## config.mk

```make
export PLATFORM = sky130hd
export DESIGN_NAME = button_debounce_press_classifier
export DESIGN_NICKNAME = d
export VERILOG_FILES = /design/src/rtl/bdpc_pkg.sv /design/src/rtl/bdpc_core.sv /design/src/rtl/button_debounce_press_classifier.sv
export SDC_FILE = /design/constraint.sdc
export NUM_CORES = 1
export LEC_CHECK = 0
export BUFFER_PORTS_ARGS = -buffer_cell sky130_fd_sc_hd__clkbuf_2
export CORE_MARGIN = 2
export CORE_UTILIZATION = 30
export DETAILED_ROUTE_END_ITERATION = 8
export REMOVE_ABC_BUFFERS = 1
export SYNTH_ARGS = -nofsm -noshare
export SYNTH_HDL_FRONTEND = slang
export SYNTH_HIERARCHICAL = 1
export SYNTH_SLANG_ARGS = --single-unit
export TNS_END_PERCENT = 5
```

## constraint.sdc

```tcl
create_clock -name i_clk -period 11.3 [get_ports i_clk]
set_clock_uncertainty 0.1 [all_clocks]
set_input_delay 1.695 -clock i_clk [delete_from_list [all_inputs] [get_ports i_clk]]
set_output_delay 1.695 -clock i_clk [all_outputs]
set_load 0.05 [all_outputs]
```

## src/rtl/bdpc_pkg.sv

```systemverilog
// ----------------------------------------------------------------------------
// bdpc_pkg
// Shared types and constants for the button debounce / press classifier.
// ----------------------------------------------------------------------------
package bdpc_pkg;

    localparam int unsigned CFG_W    = 16;
    localparam int unsigned TIME_W   = 32;
    localparam int unsigned PADDR_W  = 4;
    localparam int unsigned PDATA_W  = 32;

    localparam logic [CFG_W-1:0] DEBOUNCE_RST  = 16'd50;
    localparam logic [CFG_W-1:0] LONG_RST      = 16'd3000;
    localparam logic [CFG_W-1:0] SHORT_MAX_RST = 16'd2000;

    typedef enum logic [1:0] {
        REG_DEBOUNCE  = 2'd0,
        REG_LONG      = 2'd1,
        REG_SHORT_MAX = 2'd2,
        REG_NONE      = 2'd3
    } t_reg_idx;

    typedef enum logic [1:0] {
        EV_NONE  = 2'd0,
        EV_SHORT = 2'd1,
        EV_LONG  = 2'd2,
        EV_RSVD  = 2'd3
    } t_event;

    typedef struct packed {
        logic [CFG_W-1:0] debounce_ms;
        logic [CFG_W-1:0] long_press_ms;
        logic [CFG_W-1:0] short_press_max_ms;
    } t_cfg;

endpackage

```

## src/rtl/bdpc_core.sv

```systemverilog
// ----------------------------------------------------------------------------
// bdpc_core
// Debounce state and press classification; one poll per accepted word.
// ----------------------------------------------------------------------------
module bdpc_core (
    input  logic                         i_clk,
    input  logic                         i_rst_n,
    input  logic                         i_step,
    input  logic [bdpc_pkg::TIME_W-1:0]  i_now_ms,
    input  logic                         i_pin_level,
    input  bdpc_pkg::t_cfg               i_cfg,
    output bdpc_pkg::t_event             o_event
);
    import bdpc_pkg::*;

    logic              r_raw_prev;
    logic              r_stable_pressed;
    logic [TIME_W-1:0] r_change_time;
    logic [TIME_W-1:0] r_press_start;
    logic              r_long_reported;

    logic              n_raw_prev;
    logic              n_stable_pressed;
    logic [TIME_W-1:0] n_change_time;
    logic [TIME_W-1:0] n_press_start;
    logic              n_long_reported;

    logic              pressed;
    logic [TIME_W-1:0] since_change;
    logic [TIME_W-1:0] held;
    t_event            ev;

    assign pressed      = ~i_pin_level;
    assign since_change = i_now_ms - r_change_time;
    assign held         = i_now_ms - r_press_start;

    always_comb begin
        n_raw_prev       = r_raw_prev;
        n_stable_pressed = r_stable_pressed;
        n_change_time    = r_change_time;
        n_press_start    = r_press_start;
        n_long_reported  = r_long_reported;
        ev               = EV_NONE;
        if (i_step) begin
            priority if (pressed != r_raw_prev) begin
                n_raw_prev    = pressed;
                n_change_time = i_now_ms;
            end else if (since_change < {{(TIME_W-CFG_W){1'b0}}, i_cfg.debounce_ms}) begin
                ev = EV_NONE;
            end else if (pressed == r_stable_pressed) begin
                if (r_stable_pressed && !r_long_reported &&
                    held >= {{(TIME_W-CFG_W){1'b0}}, i_cfg.long_press_ms}) begin
                    n_long_reported = 1'b1;
                    ev              = EV_LONG;
                end
            end else begin
                n_stable_pressed = pressed;
                if (pressed) begin
                    n_press_start   = i_now_ms;
                    n_long_reported = 1'b0;
                end else if (!r_long_reported &&
                             held < {{(TIME_W-CFG_W){1'b0}}, i_cfg.short_press_max_ms}) begin
                    ev = EV_SHORT;
                end
            end
        end
    end

    assign o_event = ev;

    always_ff @(posedge i_clk) begin
        if (!i_rst_n) begin
            r_raw_prev       <= 1'b0;
            r_stable_pressed <= 1'b0;
            r_change_time    <= '0;
            r_press_start    <= '0;
            r_long_reported  <= 1'b0;
        end else begin
            r_raw_prev       <= n_raw_prev;
            r_stable_pressed <= n_stable_pressed;
            r_change_time    <= n_change_time;
            r_press_start    <= n_press_start;
            r_long_reported  <= n_long_reported;
        end
    end

`ifndef ASSERT_OFF
    a_long_marks: assert property (@(posedge i_clk) disable iff (!i_rst_n)
        (ev == EV_LONG) |=> r_long_reported)
        else $error("long press not recorded");

    a_short_on_release: assert property (@(posedge i_clk) disable iff (!i_rst_n)
        (ev == EV_SHORT) |-> (r_stable_pressed && !r_long_reported && !pressed))
        else $error("short press outside a release");

    a_idle_holds: assert property (@(posedge i_clk) disable iff (!i_rst_n)
        !i_step |=> ($stable(r_stable_pressed) && $stable(r_change_time) &&
                     $stable(r_long_reported)))
        else $error("state moved without a poll");

    a_no_event_idle: assert property (@(posedge i_clk) disable iff (!i_rst_n)
        !i_step |-> (ev == EV_NONE))
        else $error("event without a poll");
`endif

endmodule

```

## src/rtl/button_debounce_press_classifier.sv

```systemverilog
// ----------------------------------------------------------------------------
// button_debounce_press_classifier
// Debounces a sampled pull-up button and reports short and long presses.
// ----------------------------------------------------------------------------
// Input channel: i_valid / o_stall carry one poll word (i_now_ms, i_pin_level;
// pin low = pressed). Output channel: o_valid / i_stall carry one word
// o_press_event (0 none, 1 short, 2 long) for every poll, in order.
// The result is registered and appears in the cycle after the poll is taken.
// Throughput: one poll per cycle while o_stall is low; the debounce state
// update is a 32-bit subtract and compare on a few registers, done in the
// cycle of the poll. The single output register lets a new poll enter while
// the previous result is being taken; if the receiver stalls with a result
// held, o_stall rises and the poll waits until that result leaves.
// Config: APB registers at 0x0 debounce_ms, 0x4 long_press_ms,
// 0x8 short_press_max_ms (16 bits each); write only while idle.
// Reset (synchronous, i_rst_n low): no result pending, debounce state
// cleared, registers at 50 / 3000 / 2000 ms.
// ----------------------------------------------------------------------------
module button_debounce_press_classifier (
    input  logic                           i_clk,
    input  logic                           i_rst_n,
    input  logic                           i_valid,
    output logic                           o_stall,
    input  logic [bdpc_pkg::TIME_W-1:0]    i_now_ms,
    input  logic                           i_pin_level,
    output logic                           o_valid,
    input  logic                           i_stall,
    output logic [1:0]                     o_press_event,
    input  logic                           psel,
    input  logic                           penable,
    input  logic                           pwrite,
    input  logic [bdpc_pkg::PADDR_W-1:0]   paddr,
    input  logic [bdpc_pkg::PDATA_W-1:0]   pwdata,
    output logic [bdpc_pkg::PDATA_W-1:0]   prdata,
    output logic                           pready
);
    import bdpc_pkg::*;

    t_cfg     r_cfg;
    logic     r_out_valid;
    t_event   r_event;
    t_event   core_event;
    logic     step;
    logic     cfg_wr;
    t_reg_idx reg_idx;

    assign pready  = 1'b1;
    assign reg_idx = t_reg_idx'(paddr[3:2]);
    assign cfg_wr  = psel && penable && pwrite && pready;

    always_ff @(posedge i_clk) begin
        if (!i_rst_n) begin
            r_cfg.debounce_ms        <= DEBOUNCE_RST;
            r_cfg.long_press_ms      <= LONG_RST;
            r_cfg.short_press_max_ms <= SHORT_MAX_RST;
        end else if (cfg_wr) begin
            unique case (reg_idx)
                REG_DEBOUNCE:  r_cfg.debounce_ms        <= pwdata[CFG_W-1:0];
                REG_LONG:      r_cfg.long_press_ms      <= pwdata[CFG_W-1:0];
                REG_SHORT_MAX: r_cfg.short_press_max_ms <= pwdata[CFG_W-1:0];
                default:       ;
            endcase
        end
    end

    always_comb begin
        unique case (reg_idx)
            REG_DEBOUNCE:  prdata = {{(PDATA_W-CFG_W){1'b0}}, r_cfg.debounce_ms};
            REG_LONG:      prdata = {{(PDATA_W-CFG_W){1'b0}}, r_cfg.long_press_ms};
            REG_SHORT_MAX: prdata = {{(PDATA_W-CFG_W){1'b0}}, r_cfg.short_press_max_ms};
            default:       prdata = '0;
        endcase
    end

    assign o_stall = r_out_valid && i_stall;
    assign step    = i_valid && !o_stall;

    bdpc_core u_core (
        .i_clk       (i_clk),
        .i_rst_n     (i_rst_n),
        .i_step      (step),
        .i_now_ms    (i_now_ms),
        .i_pin_level (i_pin_level),
        .i_cfg       (r_cfg),
        .o_event     (core_event)
    );

    always_ff @(posedge i_clk) begin
        if (!i_rst_n) begin
            r_out_valid <= 1'b0;
        end else if (!o_stall) begin
            r_out_valid <= i_valid;
        end
    end

    always_ff @(posedge i_clk) begin
        if (step) begin
            r_event <= core_event;
        end
    end

    assign o_valid       = r_out_valid;
    assign o_press_event = r_event;

endmodule

```

==> out/results.tsv, run 1 <==
stage	metric	value	unit
sta	Post-Route Setup TNS	0	ns
sta	final hold viol count	0	
synth	Seq cells post-synth	118	
floorplanning	die width	191	microns
place	Cells after DPL	1900	
setup_path	CP Max Fanout	35	
grt	largest net degree at the start of global routing	76	
synth	Mean Syn Cell Area	7.34	sq um
outcome	status	completed	
sta	Slew headroom	20.3	%
clocking	Root Driver	clkbuf_16	
grt	Remaining Overflow, GRT	0	
sta	Fmax	147	MHz
cells_and_area	Antenna Diode Count	0	
setup_path	category of the critical setup timing path	in -> reg	
clocking	Post-CTS Hold Fix Bufs	0	
sta	fin crit period	6.82	ns
flow_run	max cap viols	0	
clocking	CTS tree	done	
synth	cells after synthesis	1435	
sta	max-slew violation count	0	
route	final wirelength	31.6	mm
route	drt via density	5.25	
synth	Ys Warns	6	
synth	Unique masters post-synth	75	
clocking	Num Clock Sinks	118	
grt	number of global-route vias before repair	9538	
cells_and_area	# nets final	1651	
route	average wire per standard cell	16.4	microns
route	via count	10147	
place	DPL Wire Length	24.8	mm
place	GP Congestion	0.952	
power	maximum VDD drop	106	uV
power	Lkg Pwr	4.61	nW
cells_and_area	Layout Cells excl Fill	1931	
clocking	CTS clk-pin slew, worst paths	0.06	ns
grt	GRT Total Usage	17.3	%
floorplanning	DIE AREA	36600	sq um
sta	Slew @ Worst Pin	1.19	ns
cells_and_area	fraction of layout cells with a size suffix above 1	9.15	%
cells_and_area	synth-to-layout area growth	10.9	%
grt	initial antenna violation count	0	
route	Initial DRT Pass Iterations	5	
route	DRT iter0 DRCs	687	
synth	sequential share of the synthesized area	22.6	%
hold_path	Hold Path Class	reg -> reg	
route	Routed Antenna Nets	0	
place	port buffer count	77	
sta	Tcrit/Tclk final	60.3	%
sta	Hold Slack	0.352	ns
clocking	clk buf depth	2	
power	Design Power	1.39	mW
floorplanning	initial core utilization	30.5	%
cells_and_area	commonest non-fill, non-tap cell in the layout	nand2_1	
cells_and_area	most frequent cells in the layout	207 x nand2_1, 162 x a21oi_1, 126 x inv_1	
clocking	htree depth	4	
setup_path	Crit path arrival time	6.89	ns
setup_path	CP Capture Type	register	
synth	synthesized area	10500	sq um
synth	Post-synth EDFFs	2	
sta	Final setup viols	0	
clocking	post-CTS sizing	0	
floorplanning	# rows	68	
clocking	Worst-Skew Late Latency	0.42	ns
floorplanning	Ports	113	
setup_path	Worst setup SP type	input port	
synth	asr flop ratio synth	0	%
floorplanning	core region area	34500	sq um
floorplanning	Die H	191	microns
clocking	Post-CTS Setup Bufs	0	
route	residual DRC count	0	
synth	Top FF cell, synth	dfxtp_1	
grt	first-pass GRT wire length	50.1	mm
sta	RSZ-0062 raised after global routing	false	
power	Pwr Density	119	nW/um^2
clocking	Inserted Clock Buffers	17	
setup_path	Required @ worst endpoint	11.38	ns
## worst paths after layout
check | slack [ns] | end | cells after the start | startpoint
min | 0.35 | u_core/r_change_time[6] | 2 | u_core/r_change_time[6]
min reg2reg | 0.35 | u_core/r_change_time[6] | 2 | u_core/r_change_time[6]
max reg2reg | 5.60 | o_press_event[0] | 19 | u_core/r_change_time[4]
max | 4.48 | o_press_event[0] | 19 | i_now_ms[6]
## area by class of cell
| cell class | instances | area (sq um) |
|---|---|---|
| Fill cell | 3657 | 22900 |
| Multi-Input combinational cell | 1116 | 7230 |
| Sequential cell | 118 | 2380 |
| Tap cell | 455 | 569 |
| Inverter | 127 | 477 |
| Clock buffer | 20 | 457 |
| Timing Repair Buffer | 84 | 438 |
| Clock inverter | 11 | 126 |
## per-layer routing
layer / wire length, microns / global-route usage [%]
met5: 0 / 0
met1: 14300 / 22.7
met2: 14900 / 28.6
met3: 1440 / 2.31
met4: 1000 / 6.95
## sequential cells by signal, summed over array words and instances (netlist names)
| register | cells |
|---|---|
| o_press_event | 2 |
| o_valid | 1 |
| r_cfg | 48 |
| u_core/r_change_time | 32 |
| u_core/r_long_reported | 1 |
| u_core/r_press_start | 32 |
| u_core/r_raw_prev | 1 |
| u_core/r_stable_pressed | 1 |
## synthesized netlist by cell type (21+ instances only)
| master | number | area [sq um] |
|---|---|---|
| o211ai_1 | 21 | 158 |
| ha_1 | 109 | 1360 |
| nand4_1 | 26 | 163 |
| nand2b_1 | 23 | 144 |
| dfxtp_1 | 116 | 2320 |
| nor2_1 | 62 | 233 |
| buf_4 | 24 | 180 |
| a21oi_1 | 162 | 811 |
| a21o_1 | 21 | 158 |
| nor3_1 | 23 | 115 |
| xnor2_1 | 29 | 254 |
| inv_1 | 127 | 477 |
| clkbuf_1 | 35 | 131 |
| nand3_1 | 50 | 250 |
| mux2i_1 | 65 | 651 |
| o21ai_1 | 37 | 185 |
| nor2b_1 | 26 | 163 |
| o21ai_0 | 70 | 350 |
| nand2_1 | 207 | 777 |
## through the flow
stage	instance area [sq um]	setup WS, ns	utilization, %
after floorplan	10100	5.36	-
after global placement	11100	4.02	32.1
after detailed placement	11100	4.05	32.1
after CTS	11700	4.48	33.8
after global routing	11700	4.03	33.8
final	11700	4.48	33.8
## cells by family (layout without fill, tap and decap cells)
kind of cell,count (synthesis),count (layout),synth area share [%]
and+or+nand+nor,471,471,21.2
DFF,118,118,22.6
AOI/OAI and AO/OA,406,406,23.5
muxes,67,67,6.39
xor gates and xnor gates,44,44,3.66
adders and majority gates,111,111,13.3
other,2,17,0.0713
buffers and inverters,216,242,9.29
## worst max-delay path, cell delays in order
cell,delay [ns]
clkbuf_2,0.15
ha_1,0.38
a21oi_1,0.30
nand2b_1,0.09
o21ai_1,0.54
a21oi_1,0.19
nor2_1,0.15
xnor2_1,0.14
ha_1,0.28
a21oi_1,0.17
o211ai_1,0.17
a2111oi_0,0.36
o211ai_1,0.15
a311o_1,0.33
nor4_1,0.28
nand4_1,0.25
o21ai_4,0.85
nor3b_1,0.18
and4_1,0.21
## power by group
part / internal, mW / switching, mW / total [mW]
sequential: 0.429 / 0.00633 / 0.435
combinational: 0.142 / 0.270 / 0.412
clock: 0.335 / 0.204 / 0.539
No activity file was read; power rests on OpenSTA's default activity.
==> run 2, diff against run 1 <==
==> constraint.sdc (replaced) <==
create_clock -name i_clk -period 6.65 [get_ports i_clk]
set_clock_uncertainty 0.1 [all_clocks]
set_input_delay 0.9975 -clock i_clk [delete_from_list [all_inputs] [get_ports i_clk]]
set_output_delay 0.9975 -clock i_clk [all_outputs]
set_load 0.05 [all_outputs]
==> run 2 against run 1 <==
- sequential cell count unchanged
- setup slack worse by 3.3 ns
- critical path type unchanged
- register-to-register slack worse by 3.9 ns
- largest cell class unchanged
- sequential share of layout area is 0.063 points lower
- critical path depth up 2
==> out/results.tsv, run 2 (synthesized netlist as in run 1, its figures left out) <==
stage	metric	value	unit
place	Cell Area, Placed	11100	sq um
route	Routed Antenna Nets	0	
place	GP Congestion	0.947	
cells_and_area	commonest non-fill, non-tap cell in the layout	nand2_1	
cells_and_area	Finished Core Util	33.9	%
power	maximum VDD drop	182	uV
clocking	CTS clk-pin slew, worst paths	0.06	ns
flow_run	max cap viols	0	
power	Lkg Pwr	4.64	nW
clocking	Worst-Skew Late Latency	0.43	ns
route	average wire per standard cell	16.6	microns
sta	max-slew violation count	0	
power	Pwr Density	201	nW/um^2
setup_path	CP Capture Type	register	
route	via count	10173	
grt	Remaining Overflow, GRT	0	
sta	Fmax	185	MHz
cells_and_area	Largest register FFs	48	
route	residual DRC count	0	
sta	RSZ-0062 raised after global routing	false	
hold_path	Hold Path Class	reg -> reg	
route	Initial DRT Pass Iterations	5	
clocking	Num Clock Sinks	118	
clocking	Post-CTS Setup Bufs	0	
clocking	Post-CTS Hold Fix Bufs	0	
setup_path	Required @ worst endpoint	6.74	ns
grt	first-pass GRT wire length	51.4	mm
cells_and_area	synth-to-layout area growth	11.3	%
clocking	Inserted Clock Buffers	17	
place	DPL Wire Length	25.5	mm
place	port buffer count	77	
route	DRT iter0 DRCs	718	
sta	Final setup viols	0	
cells_and_area	top flop regs	r_cfg: 48 flops, u_core/r_change_time: 32 flops, u_core/r_press_start: 32 flops	
route	drt via density	5.25	
sta	Slew @ Worst Pin	1.21	ns
cells_and_area	# nets final	1657	
cells_and_area	fraction of layout cells with a size suffix above 1	9.64	%
clocking	htree depth	4	
place	Cells after DPL	1906	
sta	Hold Slack	0.354	ns
floorplanning	initial core utilization	30.5	%
sta	Tcrit/Tclk final	81.5	%
route	final wirelength	32.2	mm
setup_path	category of the critical setup timing path	in -> reg	
floorplanning	Ports	113	
cells_and_area	largest register by flop count	r_cfg	
sta	Slew headroom	19.3	%
grt	GRT Total Usage	17.7	%
floorplanning	DIE AREA	36600	sq um
clocking	clk buf depth	2	
setup_path	Worst setup SP type	input port	
grt	largest net degree at the start of global routing	76	
clocking	post-CTS sizing	0	
cells_and_area	Fillers	3692	
cells_and_area	Antenna Diode Count	0	
grt	number of global-route vias before repair	9740	
cells_and_area	Layout Cells excl Fill	1938	
grt	initial antenna violation count	0	
sta	Post-Route Setup TNS	0	ns
cells_and_area	Final Instance Area	11700	sq um
floorplanning	die width	191	microns
floorplanning	# rows	68	
clocking	Root Driver	clkbuf_16	
cells_and_area	most frequent cells in the layout	207 x nand2_1, 162 x a21oi_1, 126 x inv_1	
setup_path	CP Max Fanout	3	
floorplanning	Die H	191	microns
clocking	CTS tree	done	
setup_path	Crit path arrival time	5.50	ns
sta	final hold viol count	0	
floorplanning	core region area	34500	sq um
sta	fin crit period	5.42	ns
outcome	status	completed	
run 2: cell types whose count changed in the layout (fill, tap and decap cells not counted):
cell / change
inv_6: +3
clkinv_4: +1
clkinv_2: +1
buf_4: +6
bufinv_16: -1
clkbuf_1: -1
clkinvlp_4: -2
run 2: path summary, 6_finish.rpt:
| kind | start | endpoint | slack (ns) | cells past startpoint |
|---|---|---|---|---|
| max | i_now_ms[0] | o_press_event[1] | 1.23 | 21 |
| min | u_core/r_change_time[24] | u_core/r_change_time[24] | 0.35 | 2 |
| max reg2reg | u_core/r_change_time[4] | o_press_event[1] | 1.65 | 19 |
| min reg2reg | u_core/r_change_time[24] | u_core/r_change_time[24] | 0.35 | 2 |
run 2: final cells by class:
cell class	instances	area [sq um]	share of cell area, %
inverter	127	477	4.07
clock buffer	19	453	3.87
sequential	118	2380	20.3
clock inverter	13	121	1.04
timing repair buffer	90	483	4.12
multi-input combinational	1116	7230	61.7
tap	455	569	4.86
run 2: critical path, cell delays in order:
cell      delay (ns)
clkbuf_2        0.10
inv_1           0.08
ha_1            0.16
inv_1           0.05
fa_1            0.42
a211oi_1        0.31
o21ai_1         0.18
a211oi_2        0.42
nand2_1         0.13
xor2_1          0.16
ha_1            0.29
nand2_1         0.06
o211ai_1        0.13
a211oi_1        0.35
nand2_1         0.11
nor4_1          0.27
nand4_1         0.11
or4_1           0.53
nor4_1          0.18
nand3_1         0.25
and2_1          0.21
run 2: per-layer routing:
layer	wire (microns)	global-route usage (%)
met1	15300	23.9
met2	15400	29.9
met3	1100	1.76
met4	440	5.03
met5	0	0
run 2: power breakdown:
group          switching, mW  internal [mW]
logic                  0.464          0.244
clock network          0.366          0.537
registers             0.0108          0.728
run 2: metrics by stage:
stage | setup WS, ns | power [mW]
4_1_cts | 1.22 | 2.36
2_1_floorplan | 1.41 | 1.24
6_report | 1.23 | 2.35
5_1_grt | 0.845 | 2.47
3_3_place_gp | 0.677 | 1.45
3_5_place_dp | 0.767 | 1.45
